### src/sv/lpg_pkg.sv
package lpg_pkg;

    // Coordinate width used when endpoints are sign-extended
    localparam int COORD_BITS  = 16;
    localparam int COORD_SHIFT = 16 - COORD_BITS;

    // Operation codes
    localparam logic OP_START = 1'b0;
    localparam logic OP_STEP  = 1'b1;

    // Register indexes
    localparam logic [1:0] CFG_CLIP_X = 2'd0;
    localparam logic [1:0] CFG_CLIP_Y = 2'd1;
    localparam logic [1:0] CFG_CLIP_W = 2'd2;
    localparam logic [1:0] CFG_CLIP_H = 2'd3;

    localparam logic [14:0] CLIP_W_RESET = 15'h7FFF;
    localparam logic [14:0] CLIP_H_RESET = 15'h7FFF;

    typedef enum logic [3:0] {
        MODE_IDLE = 4'b0001,
        MODE_HORZ = 4'b0010,
        MODE_VERT = 4'b0100,
        MODE_DIAG = 4'b1000
    } t_mode;

    typedef struct packed {
        logic               operation;
        logic signed [15:0] x_start;
        logic signed [15:0] y_start;
        logic signed [15:0] x_end;
        logic signed [15:0] y_end;
        logic [31:0]        line_color;
    } t_in_item;

    typedef struct packed {
        logic signed [15:0] pixel_x;
        logic signed [15:0] pixel_y;
        logic [31:0]        pixel_color;
        logic               blend_needed;
        logic               last_pixel;
    } t_out_item;

    // Line state loaded by a start item
    typedef struct packed {
        t_mode              mode;
        logic [15:0]        cur_x;
        logic [15:0]        cur_y;
        logic [16:0]        left;
        logic signed [18:0] err;
        logic [17:0]        twice_dx;
        logic [17:0]        twice_dy;
        logic               sx_neg;
        logic               sy_neg;
        logic               x_major;
        logic [31:0]        color;
        logic               blend;
    } t_setup;

    // Status of the line walker
    typedef struct packed {
        logic busy;
        logic res_valid;
    } t_core_status;

    function automatic logic signed [15:0] sext_coord(logic signed [15:0] v);
        logic signed [15:0] t;
        t = v <<< COORD_SHIFT;
        return t >>> COORD_SHIFT;
    endfunction

endpackage

### src/sv/lpg_setup.sv
module lpg_setup (
    input  lpg_pkg::t_in_item i_item,
    input  logic [14:0]       i_clip_x,
    input  logic [14:0]       i_clip_y,
    input  logic [15:0]       i_clip_right,
    input  logic [15:0]       i_clip_bottom,
    output lpg_pkg::t_setup   o_setup
);

    logic signed [15:0] x1, y1, x2, y2;
    logic signed [15:0] vy_lo, vy_hi;
    logic signed [16:0] v_len;
    logic signed [17:0] y18, top18, bot18, left18, right18;
    logic signed [17:0] hx_lo, hx_hi, hc_lo, hc_hi, h_len;
    logic               in_rows;
    logic signed [16:0] ddx, ddy;
    logic [16:0]        dx, dy;
    logic               x_major;

    assign x1 = lpg_pkg::sext_coord(i_item.x_start);
    assign y1 = lpg_pkg::sext_coord(i_item.y_start);
    assign x2 = lpg_pkg::sext_coord(i_item.x_end);
    assign y2 = lpg_pkg::sext_coord(i_item.y_end);

    // Vertical: sort ends
    assign vy_lo = (y1 < y2) ? y1 : y2;
    assign vy_hi = (y1 < y2) ? y2 : y1;
    assign v_len = 17'(vy_hi) - 17'(vy_lo);

    // Horizontal: row test, sort, clamp to clip columns
    assign y18     = 18'(y1);
    assign top18   = $signed({3'b000, i_clip_y});
    assign bot18   = $signed({2'b00, i_clip_bottom});
    assign left18  = $signed({3'b000, i_clip_x});
    assign right18 = $signed({2'b00, i_clip_right});
    assign in_rows = (y18 >= top18) && (y18 < bot18);
    assign hx_lo   = (x1 < x2) ? 18'(x1) : 18'(x2);
    assign hx_hi   = (x1 < x2) ? 18'(x2) : 18'(x1);
    assign hc_lo   = (hx_lo < left18) ? left18 : ((hx_lo > right18) ? right18 : hx_lo);
    assign hc_hi   = (hx_hi < left18) ? left18 : ((hx_hi > right18) ? right18 : hx_hi);
    assign h_len   = hc_hi - hc_lo;

    // General: deltas and major axis
    assign ddx     = 17'(x2) - 17'(x1);
    assign ddy     = 17'(y2) - 17'(y1);
    assign dx      = (ddx < 0) ? 17'(-ddx) : 17'(ddx);
    assign dy      = (ddy < 0) ? 17'(-ddy) : 17'(ddy);
    assign x_major = (dy <= dx);

    // Select the line kind
    always_comb begin
        o_setup          = '0;
        o_setup.mode     = lpg_pkg::MODE_IDLE;
        o_setup.color    = i_item.line_color;
        if (x1 == x2) begin
            o_setup.cur_x = x1;
            o_setup.cur_y = vy_lo;
            o_setup.left  = 17'(v_len);
            if (v_len != 0) begin
                o_setup.mode = lpg_pkg::MODE_VERT;
            end
        end else if (y1 == y2) begin
            o_setup.cur_y = y1;
            if (in_rows) begin
                o_setup.cur_x = hc_lo[15:0];
                o_setup.left  = h_len[16:0];
                o_setup.blend = (i_item.line_color[31:24] != 8'hFF);
                if (h_len != 0) begin
                    o_setup.mode = lpg_pkg::MODE_HORZ;
                end
            end
        end else begin
            o_setup.mode     = lpg_pkg::MODE_DIAG;
            o_setup.cur_x    = x1;
            o_setup.cur_y    = y1;
            o_setup.sx_neg   = !(x1 < x2);
            o_setup.sy_neg   = !(y1 < y2);
            o_setup.twice_dx = {dx, 1'b0};
            o_setup.twice_dy = {dy, 1'b0};
            o_setup.x_major  = x_major;
            if (x_major) begin
                o_setup.err  = -$signed({2'b00, dx});
                o_setup.left = dx + 17'd1;
            end else begin
                o_setup.err  = -$signed({2'b00, dy});
                o_setup.left = dy + 17'd1;
            end
        end
    end

endmodule

### src/sv/lpg_core.sv
module lpg_core (
    input  logic                  i_clk,
    input  logic                  i_rst_n,
    input  logic                  i_go,
    input  logic                  i_op,
    input  lpg_pkg::t_setup       i_setup,
    output lpg_pkg::t_core_status o_status,
    output lpg_pkg::t_out_item    o_res
);

    lpg_pkg::t_setup r_st, n_st;
    logic            w_active;
    logic            w_emit;
    logic [15:0]     w_sx, w_sy;
    logic [17:0]     w_minor, w_major;
    logic signed [18:0] w_e1, w_e2;

    assign w_active = (r_st.mode != lpg_pkg::MODE_IDLE) && (r_st.left != 17'd0);
    assign w_emit   = i_go && (i_op == lpg_pkg::OP_STEP) && w_active;
    assign w_sx     = r_st.sx_neg ? 16'hFFFF : 16'h0001;
    assign w_sy     = r_st.sy_neg ? 16'hFFFF : 16'h0001;
    assign w_minor  = r_st.x_major ? r_st.twice_dy : r_st.twice_dx;
    assign w_major  = r_st.x_major ? r_st.twice_dx : r_st.twice_dy;

    // Error update: add minor, subtract major when the sum is not negative
    assign w_e1 = r_st.err + $signed({1'b0, w_minor});
    assign w_e2 = w_e1 - $signed({1'b0, w_major});

    // Load a new line or advance one pixel
    always_comb begin
        n_st = r_st;
        if (i_go) begin
            if (i_op == lpg_pkg::OP_START) begin
                n_st = i_setup;
            end else if (w_active) begin
                n_st.left = r_st.left - 17'd1;
                if (r_st.left == 17'd1) begin
                    n_st.mode = lpg_pkg::MODE_IDLE;
                end else begin
                    case (r_st.mode)
                        lpg_pkg::MODE_HORZ: begin
                            n_st.cur_x = r_st.cur_x + 16'd1;
                        end
                        lpg_pkg::MODE_VERT: begin
                            n_st.cur_y = r_st.cur_y + 16'd1;
                        end
                        lpg_pkg::MODE_DIAG: begin
                            if (r_st.x_major) begin
                                n_st.cur_x = r_st.cur_x + w_sx;
                                if (w_e1 >= 0) begin
                                    n_st.cur_y = r_st.cur_y + w_sy;
                                end
                            end else begin
                                n_st.cur_y = r_st.cur_y + w_sy;
                                if (w_e1 >= 0) begin
                                    n_st.cur_x = r_st.cur_x + w_sx;
                                end
                            end
                            n_st.err = (w_e1 >= 0) ? w_e2 : w_e1;
                        end
                        default: begin
                        end
                    endcase
                end
            end else begin
                n_st.mode = lpg_pkg::MODE_IDLE;
            end
        end
    end

    always_ff @(posedge i_clk) begin
        if (!i_rst_n) begin
            r_st <= '{mode: lpg_pkg::MODE_IDLE, default: '0};
        end else begin
            r_st <= n_st;
        end
    end

    // Pixel taken from the current position
    assign o_res.pixel_x      = r_st.cur_x;
    assign o_res.pixel_y      = r_st.cur_y;
    assign o_res.pixel_color  = r_st.color;
    assign o_res.blend_needed = r_st.blend;
    assign o_res.last_pixel   = (r_st.left == 17'd1);

    assign o_status.busy      = (r_st.mode != lpg_pkg::MODE_IDLE);
    assign o_status.res_valid = w_emit;

endmodule

### src/sv/line_pixel_generator.sv
// Channel  | Direction | Handshake                  | Payload
// input    | in        | i_in_valid / o_in_ready    | i_in_item  (lpg_pkg::t_in_item)
// output   | out       | o_out_valid / i_out_ready  | o_out_item (lpg_pkg::t_out_item)
// config   | in        | i_cfg_we (no wait)         | i_cfg_index, i_cfg_data
//
// One item per clock while the output register has room: an item waits in the
// input register, then the line walker handles it and a step writes its pixel
// into the output register, which then raises o_out_valid.
// An item is held in the input register while the output register is full
// and not being taken; the input register frees in the same cycle it drains.
// Synchronous active-low reset clears the valids and returns the walker to idle.
module line_pixel_generator (
    input  logic               i_clk,
    input  logic               i_rst_n,
    input  logic               i_in_valid,
    output logic               o_in_ready,
    input  lpg_pkg::t_in_item  i_in_item,
    output logic               o_out_valid,
    input  logic               i_out_ready,
    output lpg_pkg::t_out_item o_out_item,
    input  logic               i_cfg_we,
    input  logic [1:0]         i_cfg_index,
    input  logic [14:0]        i_cfg_data
);

    logic [14:0]           r_clip_x, r_clip_y, r_clip_w, r_clip_h;
    logic [15:0]           w_clip_right, w_clip_bottom;
    logic                  r_in_valid, n_in_valid;
    lpg_pkg::t_in_item     r_in_item;
    logic                  r_out_valid, n_out_valid;
    lpg_pkg::t_out_item    r_out_item;
    logic                  w_process;
    lpg_pkg::t_setup       w_setup;
    lpg_pkg::t_core_status w_status;
    lpg_pkg::t_out_item    w_res;

    // Clip registers
    always_ff @(posedge i_clk) begin
        if (!i_rst_n) begin
            r_clip_x <= '0;
            r_clip_y <= '0;
            r_clip_w <= lpg_pkg::CLIP_W_RESET;
            r_clip_h <= lpg_pkg::CLIP_H_RESET;
        end else if (i_cfg_we) begin
            case (i_cfg_index)
                lpg_pkg::CFG_CLIP_X: r_clip_x <= i_cfg_data;
                lpg_pkg::CFG_CLIP_Y: r_clip_y <= i_cfg_data;
                lpg_pkg::CFG_CLIP_W: r_clip_w <= i_cfg_data;
                lpg_pkg::CFG_CLIP_H: r_clip_h <= i_cfg_data;
                default: begin
                end
            endcase
        end
    end

    // Right and bottom clip edges, no wrap
    assign w_clip_right  = {1'b0, r_clip_x} + {1'b0, r_clip_w};
    assign w_clip_bottom = {1'b0, r_clip_y} + {1'b0, r_clip_h};

    // Drain the input register when the output register has room
    assign w_process  = r_in_valid && (!r_out_valid || i_out_ready);
    assign o_in_ready = !r_in_valid || w_process;

    always_comb begin
        n_in_valid = r_in_valid;
        if (w_process) begin
            n_in_valid = 1'b0;
        end
        if (i_in_valid && o_in_ready) begin
            n_in_valid = 1'b1;
        end
    end

    always_ff @(posedge i_clk) begin
        if (!i_rst_n) begin
            r_in_valid <= 1'b0;
        end else begin
            r_in_valid <= n_in_valid;
        end
    end

    // Capture an input transfer
    always_ff @(posedge i_clk) begin
        if (i_in_valid && o_in_ready) begin
            r_in_item <= i_in_item;
        end
    end

    lpg_setup u_setup (
        .i_item        (r_in_item),
        .i_clip_x      (r_clip_x),
        .i_clip_y      (r_clip_y),
        .i_clip_right  (w_clip_right),
        .i_clip_bottom (w_clip_bottom),
        .o_setup       (w_setup)
    );

    lpg_core u_core (
        .i_clk    (i_clk),
        .i_rst_n  (i_rst_n),
        .i_go     (w_process),
        .i_op     (r_in_item.operation),
        .i_setup  (w_setup),
        .o_status (w_status),
        .o_res    (w_res)
    );

    // Output register: load a pixel, clear on transfer
    always_comb begin
        n_out_valid = r_out_valid;
        if (o_out_valid && i_out_ready) begin
            n_out_valid = 1'b0;
        end
        if (w_status.res_valid) begin
            n_out_valid = 1'b1;
        end
    end

    always_ff @(posedge i_clk) begin
        if (!i_rst_n) begin
            r_out_valid <= 1'b0;
        end else begin
            r_out_valid <= n_out_valid;
        end
    end

    always_ff @(posedge i_clk) begin
        if (w_status.res_valid) begin
            r_out_item <= w_res;
        end
    end

    assign o_out_valid = r_out_valid;
    assign o_out_item  = r_out_item;

`ifndef SYNTH
    // A pixel is only produced when the output register can take it
    a_res_room: assert property (@(posedge i_clk) disable iff (!i_rst_n)
        w_status.res_valid |-> (!r_out_valid || i_out_ready))
        else $error("pixel produced while output register is blocked");

    // A step never yields a pixel while the walker is idle
    a_idle_quiet: assert property (@(posedge i_clk) disable iff (!i_rst_n)
        !w_status.busy |-> !w_status.res_valid)
        else $error("pixel produced with no line pending");

    // The last pixel returns the walker to idle
    a_last_idle: assert property (@(posedge i_clk) disable iff (!i_rst_n)
        (w_status.res_valid && w_res.last_pixel) |=> !w_status.busy)
        else $error("walker still busy after last pixel");

    // Nothing leaves right after reset
    a_reset_out: assert property (@(posedge i_clk)
        !i_rst_n |=> !o_out_valid)
        else $error("output valid after reset");
`endif

endmodule
### config.mk
export PLATFORM = sky130hd
export DESIGN_NAME = line_pixel_generator
export DESIGN_NICKNAME = d
export VERILOG_FILES = /design/src/sv/lpg_pkg.sv /design/src/sv/lpg_setup.sv /design/src/sv/lpg_core.sv /design/src/sv/line_pixel_generator.sv
export SDC_FILE = /design/constraint.sdc
export NUM_CORES = 1
export LEC_CHECK = 0
export ABC_AREA = 1
export BUFFER_PORTS_ARGS = -buffer_cell sky130_fd_sc_hd__buf_2
export CORE_ASPECT_RATIO = 0.9
export CORE_UTILIZATION = 40
export CTS_CLUSTER_DIAMETER = 200
export CTS_CLUSTER_SIZE = 8
export DETAILED_ROUTE_END_ITERATION = 10
export SYNTH_ARGS = -nofsm -noshare
export SYNTH_HDL_FRONTEND = slang
export SYNTH_SLANG_ARGS = --single-unit
### constraint.sdc
create_clock -name i_clk -period 8.5 [get_ports i_clk]
set_input_delay 2.55 -clock i_clk [delete_from_list [all_inputs] [get_ports i_clk]]
set_output_delay 2.55 -clock i_clk [all_outputs]
set_load 0.01 [all_outputs]
After elaboration in Yosys (flattened, before gate mapping). Index checks and enable logic that the tools add are counted.

Output and inout bits: 68. Register bits after elaboration: 369. Bits of input ports: 119.

Mux-type cells: 43. Order comparisons: 12. $add $sub $neg: 19. Eq/ne operators: 19. Reduce and logical (&&, ||, !) cells: 29. Bitwise logic cells: 1.

Operator list (number): $mux W18 (8); $mux W58 (2); $mux W53 (2); $mux W16 (6); $mux W72 (1); $mux W68 (1); $mux W32 (2); $pmux W16 S2 (2); $reduce_bool A32 Y1 (2); $mux W19 (3); $mux W17 (3); $sub A16 B16 Y17 (3); $neg A17 Y19 (2); $gt A18 B17 Y1 (2); $lt A18 B16 Y1 (2); $mux W36 (1); $add A17 B1 Y17 const B (2); $lt A17 B1 Y1 const B (2); $neg A17 Y17 (2); $add A15 B15 Y16 (2); $add A16 B1 Y16 const B (2); $add A16 B16 Y16 (2); $eq A16 B16 Y1 (2); $lt A16 B16 Y1 (2); 37 further kinds (65).

Logic depth before layout (Yosys ltp). Gate-level depths: netlist of the first run.

Word-level depth: 12. Depth in mapped cells: 56.

By module. From an unflattened synthesis of the first run, not the netlist that was laid out.

Cells, all modules: 4452. Area, all modules: 30456.7 µm².

Modules (own cells, without submodules): lpg_setup (cells each 2106, area an instance 11263.3 µm², instances 1); lpg_core (cells each 1577, area an instance 10460.0 µm², instances 1); line_pixel_generator (cells each 769, area an instance 8733.4 µm², instances 1).

Worst setup path before layout of the first run. Ideal clock, no wire load.

Path type: reg-to-reg. Start: register r_in_item[48] in the netlist's numbering. End: register u_core.r_st[140] in the netlist's numbering. Data arrival time: 6.279 ns. Path buffers: 3. Required time: 8.442 ns. Stages on the path, launching flop included: 55. Path slack: 2.163 ns. Cell sequence: edfxtp_1 inv_1 ha_1 inv_1 fa_1 nand2_1 nand2_1 o21ai_2 inv_2 nand2_1 nand2_2 nand2_2 nand2_2 nand2_4 nand3_2 inv_1 buf_2 buf_2 [19 not listed] nand2_1 o21ai_0 nor2_1 o21ai_0 nand2_1 nand2_1 a31oi_1 o21ai_0 nand2_1 nand2_1 nand2_1 nor2_1 nand4_1 nand2_1 a21oi_1 nand2_1 nand2_1 nand2_1.

Word-level cells in the longest chain between the ends: 12. Elaborated cells on any way between the ends: 19. Classes of those cells: add/sub: 1; order compare: 5; eq/ne: 1; mux: 11; reduce/logical: 1.

Ends and longest elaborated chain: start: declaration (RTL line line_pixel_generator.sv:29) `lpg_pkg::t_in_item r_in_item;`; start signal: assignment (RTL line line_pixel_generator.sv:85) `r_in_item <= i_in_item;`; $lt A16 B16 Y1 (RTL line lpg_setup.sv:37, lpg_setup.sv:38); $mux W18 (on tied branches) (RTL line lpg_setup.sv:38, lpg_setup.sv:37); $gt A18 B17 Y1 (on tied branches) (RTL line lpg_setup.sv:40, lpg_setup.sv:39); $mux W18 (on tied branches) (2 in a row) (RTL line lpg_setup.sv:40, lpg_setup.sv:39); $sub A18 B18 Y18 (RTL line lpg_setup.sv:41) `assign h_len = hc_hi - hc_lo;`; $reduce_bool A32 Y1 (RTL line lpg_setup.sv:68) `if (h_len != 0) begin`; $mux W2 (RTL line lpg_setup.sv:68); $mux W20 (RTL line lpg_setup.sv:64) `if (in_rows) begin`; $mux W53 (RTL line lpg_setup.sv:62) `end else if (y1 == y2) begin`; $mux W53 * (RTL line lpg_setup.sv:55) `if (x1 == x2) begin`; $mux W72 * (RTL line lpg_core.sv:33) `if (i_op == lpg_pkg::OP_START) begin`; end signal: assignment (RTL line lpg_core.sv:75) `r_st <= n_st;`; end: declaration (RTL line lpg_core.sv:11) `lpg_pkg::t_setup r_st, n_st;`.

Mark *: on every way between the ends. The rest lies on a longest branch, timed or not. A chain may end at the register's enable or synchronous reset.

Worst setup path after layout of the first run. Same ends and word-level chain as after synthesis.

==> impl_results.md, run 1 <==
- Status: complete, no violations
- Post-synthesis simple-gate area fraction: 0.273
- Reg2reg start: r_in_item[48]
- Vias per cell: 5.31
- Max VDD drop: 0.000156 V
- Crit path capture type: flop
- Pre-antenna DRT Iters: 6
- Sequential Area: 8960 um2
- Crit path from: r_in_item[48]
- CP Capture Point: u_core.r_st[140]
- Measured slew at the worst slew-check pin: 1.11 ns
- Fin Setup TNS: 0 ns
- Post-layout util: 0.455
- # rows: 91
- Post-synth ARST share: 0
- H-Tree Depth: 2
- Nets: 4460
- Largest family of logic cells by synthesized area: simple AND/OR/NAND/NOR gates
- CTS resizes: 0
- Compound-cell area share of the yosys netlist: 0.166
- Final Hold Slack: 0.415 ns
- Die height: 253 um
- RePlAce Congestion: 0.961
- CP max FO: 33
- Core footprint: 68900 um2
- WS Path Type: reg -> reg
- Post-Syn Area: 28000 um2
- Slew Viols, Final: 0
- Die X: 281 um
- Clock latency on the worst-skew pair: 0.65 ns
- Sw Pwr: 3000 uW
- Synth area leader: edfxtp_1
- Initial core utilization: 0.407
- Period utilization: 0.891
- All-layer global routing usage: 0.259
- Post-synth top area share: 0.175
- Vias: 26.8k
- Fmax: 0.132 GHz
- Lkg Pwr: 0.0148 uW
- Cts bufs inserted: 51
- Slew margin rel.: 0.261
- Placed cell count: 4953
- Total die area: 71100 um2
- Multi-input combinational cell area: 16800 um2
- Fillers: 7125
- Mean routed wirelength per cell: 18.4 um
- Crit path launch type: flop
- IO Pins: 187
- Flop2flop setup slack: 0.93 ns
- Slowest stage delay, CP: 0.60 ns
- Worst hold path class: reg -> reg
- Vias in the first global route: 25.0k
- Clock Sinks: 366
- Crit path required time: 9.04 ns
- FF-to-FF path depth: 50
- Unrepaired setup endpoints after global routing: false
- First-pass GRT wire length: 143 mm
- Clock power frac: 0.278
- # setup viols final: 0
- Post-synth EDFFs: 163
- CP dominant cell by count: nand2_1
- Syn nets: 4315
- Syn_area_per_cell: 7.13 um2
- Logic pwr share: 0.439
- Cell-internal power: 4080 uW
- Root Driver: clkbuf_16
- Post-DP HPWL: 71.6 mm
- GRT Residual Overflow: 0
- Switching fraction of total power: 0.424
- Tmin final: 7.57 ns
- Total design power: 7080 uW
- Post-route DRC: 0
- Ys Warns: 0
- Maxcap violations: 0
- Flop and latch count out of synthesis: 366
- Final wirelength: 92.9 mm
- Clock slew at reported path FFs: 0.08 ns
- TritonCTS clock tree: built
- Routed Antenna Nets: 0
- Synth top area cells: edfxtp_1 17%, dfxtp_1 15%, nand2_1 14%
- Hold-fix buffers, CTS: 0
- Main flop type after synthesis: dfxtp_1
- Gate Count Post-Synth: 3931
- Worst R2R End: u_core.r_st[140]
- Post-CTS Repair Setup Buffers: 0
- Distinct cells, synth: 66
- Iter 0 DRT Violations: 2365
- Slowest-stage cell, CP: o21ai_0
- Pwr Density: 226 nW/um2
- Hold Fails Final Rpt: 0
- Area Growth Syn to Fin: 11.7%
- Xor and xnor area share after synthesis: 0.0376
- PortBufs: 186
- Most frequent cells in the layout: 1009 x nand2_1, 420 x inv_1, 322 x a21oi_1, 300 x o21ai_0, 297 x nor2_1
- Largest net degree at the start of global routing: 76
- Commonest non-fill, non-tap cell in the layout: nand2_1
- Share of cells above drive strength 1: 0.105
- Clk_skew: 0.0744 ns
- Register area share after synthesis: 0.320
- Mux contribution to synthesized area: 0
- Worst Path Arrival: 8.12 ns
- Share of power burned in registers: 0.283
- Deepest clock path buffer count: 3
- Initial antenna violation count: 0
- Synth Area in Adders: 0.121
- Diode count: 0
- Fin cells: 5041
state kept, by name (all words and copies together), names as in the netlist, 15 cells and up:
register,count
o_out_item,66
r_in_item,97
u_core.o_res,65
r_clip_y,15
r_clip_x,15
r_clip_w,15
r_clip_h,15
u_core.r_st,76
final cells by class:
type / count / share of cell area
clock inverter: 3 / 0.00288
inverter: 456 / 0.0550
timing repair buffer: 219 / 0.0377
clock buffer: 85 / 0.0452
tap: 930 / 0.0372
sequential: 366 / 0.286
multi-input combinational: 2982 / 0.536
synth_stat cells (all sizes together) (7+ instances only):
master   number
nor4          9
a21oi       329
nor3         30
a221oi        7
xnor2        38
or2          12
o21bai       11
dfxtp       203
nand4        59
o2111ai      12
a31oi        25
o21a         22
buf          42
xor2         76
inv         453
nand3       264
o221ai        8
nor2        322
fa            9
nand2      1058
o211ai       53
edfxtp      163
a211oi        9
a21o          7
o21ai       323
clkbuf       85
nand3b       12
ha          256
power by group through the flow:
stage	logic (uW)	registers, uW	clock network (uW)
final	3110	2000	1970
after global routing	3480	2010	2080
after CTS	3050	2000	2010
after detailed placement	3030	2040	0
after global placement	3030	2040	0
after floorplan	2270	2010	0
routing by layer:
metal	track usage	vias to the layer above	part of all wire
met4	0.0723	0	0.026
met3	0.0478	144	0.075
met2	0.403	829	0.44
met5	0	-	0
met1	0.364	12300	0.46
li1	-	13500	-
cells by family (layout without fill, tap and decap cells):
| family | count (synthesis) | after routing |
|---|---|---|
| AO/OA/AOI/OAI | 829 | 829 |
| XOR/XNOR | 114 | 114 |
| adder cells (fa/ha/maj) | 265 | 265 |
| buffers and inverters | 583 | 763 |
| flip-flops | 366 | 366 |
| other | 2 | 2 |
| AND/OR/NAND/NOR | 1772 | 1772 |
per-stage QoR:
| step | setup slack [ns] | cell area, um2 |
|---|---|---|
| floorplan | 2.16 | 28000 |
| global placement | 1.05 | 29800 |
| detailed placement | 1.02 | 29800 |
| CTS | 0.860 | 31300 |
| global route | 0.0482 | 31300 |
| finish | 0.928 | 31300 |
worst min-delay path by stage:
stage,startpoint,endpoint,slack [ns],cells after the start
global placement,u_core.o_res[5],o_out_item[5],0.41,0
floorplan,u_core.o_res[10],o_out_item[10],0.40,0
CTS,u_core.o_res[29],o_out_item[29],0.41,0
finish,u_core.o_res[29],o_out_item[29],0.41,0
global route,u_core.o_res[19],o_out_item[19],0.43,0
detailed placement,u_core.o_res[12],o_out_item[12],0.41,0
worst max-delay path: cells and delay by family (launching register included):
family                     cells  cell delay, ns
adders and majority gates      4            1.39
buffers and inverters          6            0.95
DFF                            1            0.43
and+or+nand+nor               24            1.96
AOI/OAI and AO/OA             16            2.73
Note: power is estimated with default switching activity, not from simulation.
==> run 2: changes to the inputs <==
--- a/config.mk
+++ b/config.mk
@@ -14,4 +14,5 @@
 export DETAILED_ROUTE_END_ITERATION = 10
 export SYNTH_ARGS = -nofsm -noshare
 export SYNTH_HDL_FRONTEND = slang
+export SYNTH_HIERARCHICAL = 1
 export SYNTH_SLANG_ARGS = --single-unit
==> impl_results.md, run 2 <==
- Post-synth EDFFs: 163
- Final worst setup slack: 0.921 ns
- Flop and latch count out of synthesis: 369
- WS Path Type: reg -> reg
- Clock slew at reported path FFs: 0.07 ns
- # rows: 95
- Post-CTS Repair Setup Buffers: 0
- Post-route DRC: 0
- Synth area leader: edfxtp_1
- Deepest clock path buffer count: 3
- Pwr Density: 215 nW/um2
- Post-Syn Area: 30500 um2
- Clock Sinks: 369
- Vias: 28.5k
- Syn_area_per_cell: 6.84 um2
- Fin Setup TNS: 0 ns
- Initial core utilization: 0.406
- Post-synth ARST share: 0
- Final Hold Slack: 0.419 ns
- Slew margin rel.: 0.310
- Final wirelength: 95.4 mm
- Crit path launch type: flop
- Worst Path Arrival: 8.13 ns
- Post-synth top area share: 0.161
- Clock power frac: 0.275
- Mean routed wirelength per cell: 17.2 um
- Mux contribution to synthesized area: 0.00275
- Slowest stage delay, CP: 0.41 ns
- Main flop type after synthesis: dfxtp_1
- Logic pwr share: 0.440
- Fmax: 0.132 GHz
- Post-DP HPWL: 74.7 mm
- Nets: 4875
- Cts bufs inserted: 52
- # setup viols final: 0
- Unrepaired setup endpoints after global routing: false
- Most frequent cells in the layout: 1131 x nand2_1, 522 x inv_1, 475 x nor2_1, 331 x o21ai_0, 291 x nand3_1
- Largest family of logic cells by synthesized area: simple AND/OR/NAND/NOR gates
- Root Driver: clkbuf_16
- Initial antenna violation count: 1
- Reg2reg start: r_in_item[82]
- Xor and xnor area share after synthesis: 0.0307
- Register area share after synthesis: 0.296
- Lkg Pwr: 0.0160 uW
- Worst hold path class: reg -> reg
- Routed Antenna Nets: 0
- Crit path required time: 9.05 ns
- Vias in the first global route: 26.6k
- Slew Viols, Final: 0
- First-pass GRT wire length: 149 mm
- H-Tree Depth: 2
- Clk_skew: 0.0422 ns
- Die X: 293 um
- All-layer global routing usage: 0.244
- Synth Area in Adders: 0.110
- Number of flip-flops in the largest register: 97
- Crit path capture type: flop
- Area Growth Syn to Fin: 8.55%
- Top reg by flops: r_in_item
- Commonest non-fill, non-tap cell in the layout: nand2_1
- Gate Count Post-Synth: 4452
- Vias per cell: 5.14
- Synth top area cells: edfxtp_1 16%, nand2_1 14%, dfxtp_1 14%
- Measured slew at the worst slew-check pin: 1.03 ns
- Worst R2R End: u_core/r_st[140]
- CP dominant cell by count: nand2_1
- Die height: 264 um
- Switching fraction of total power: 0.423
- Hold Fails Final Rpt: 0
- CP Capture Point: u_core/r_st[140]
- Compound-cell area share of the yosys netlist: 0.146
- Slowest-stage cell, CP: edfxtp_1
- Tmin final: 7.58 ns
- Setup WS pre-CTS: 0.588 ns
- Core footprint: 75000 um2
- PortBufs: 186
- RePlAce Congestion: 0.987
- Total die area: 77300 um2
- TritonCTS clock tree: built
- Share of cells above drive strength 1: 0.0998
- Share of power burned in registers: 0.285
- Distinct cells, synth: 78
- IO Pins: 187
- Iter 0 DRT Violations: 2229
- Sw Pwr: 3000 uW
- Period utilization: 0.892
- Flop2flop setup slack: 0.92 ns
- Maxcap violations: 0
- Post-synthesis simple-gate area fraction: 0.299
- Cell-internal power: 4090 uW
- Clock latency on the worst-skew pair: 0.62 ns
- Pre-antenna DRT Iters: 6
- FF-to-FF path depth: 52
- Total design power: 7090 uW
- Top cells by count, synth: 1131 x nand2_1, 525 x inv_1, 477 x nor2_1, 344 x o21ai_0, 291 x nand3_1
- CP max FO: 17
- Crit path from: r_in_item[82]
- Max VDD drop: 0.000219 V
- GRT Residual Overflow: 0
- Largest net degree at the start of global routing: 100
- Ys Warns: 6
- Top-count cell post-synth: nand2_1
- Status: complete, no violations
run 2: cell families after synthesis:
| logic type | Yosys count |
|---|---|
| simple gates | 2132 |
| buf+inv | 790 |
| compound gates | 788 |
| flops | 369 |
| fa+ha+maj | 263 |
| xor+xnor | 100 |
| mux | 8 |
| other cells | 2 |
run 2: power by group through the flow:
| stage | registers [uW] | clock network [uW] | logic, uW |
|---|---|---|---|
| floorplan | 2030 | 0 | 2250 |
| detailed placement | 2050 | 0 | 3050 |
| global route | 2030 | 2070 | 3490 |
| finish | 2020 | 1950 | 3120 |
| global placement | 2050 | 0 | 3040 |
| CTS | 2020 | 2010 | 3070 |
run 2: metrics by stage:
step | cell area, um2 | std cells | utilization
after floorplan | 30500 | 4454 | -
after detailed placement | 31500 | 5456 | 0.420
after global placement | 31500 | 5456 | 0.420
after global routing | 33100 | 5545 | 0.441
after CTS | 33000 | 5544 | 0.441
final | 33100 | 5546 | 0.441
run 2: metal layers:
metal / share of wire / global-route usage / routed length, um
met4: 0.031 / 0.0807 / 2930
met5: 0 / 0 / 0
met3: 0.052 / 0.0321 / 4990
met1: 0.48 / 0.342 / 45400
met2: 0.44 / 0.387 / 42100
run 2: worst min path at each step:
stage / start / end / depth (start not counted) / slack (ns)
after global placement: u_core/o_res[15] / o_out_item[15] / 0 / 0.40
after floorplan: r_clip_w[0] / r_clip_w[0] / 2 / 0.43
final: u_core/o_res[18] / o_out_item[18] / 0 / 0.42
after detailed placement: u_core/o_res[15] / o_out_item[15] / 0 / 0.41
after global routing: u_core/o_res[24] / o_out_item[24] / 0 / 0.43
after CTS: u_core/o_res[1] / o_out_item[1] / 0 / 0.42
run 2: layout make-up:
| type | instances | area, um2 |
|---|---|---|
| clock inverters | 4 | 88.8 |
| fillers | 7878 | 41900 |
| clock buffers | 84 | 1420 |
| inverters | 560 | 2120 |
| repair buffers | 214 | 1140 |
| diodes | 1 | 2.50 |
| multi-input cells | 3295 | 18000 |
| flip-flops and latches | 369 | 9020 |
| well taps | 1018 | 1270 |
| repair inverters | 1 | 7.51 |
run 2: what timing repair did:
item / in CTS / in global routing
setup endpoints to repair: 0 / 8
hold buffers: 0 / 0
gates resized for setup: 0 / 15
run 2: worst max-delay path: cells and delay by family (launching register included):
family	cells	cell delay (ns)
simple gates	28	2.71
buf+inv	4	0.76
compound gates	17	2.72
fa+ha+maj	3	0.93
flops	1	0.41
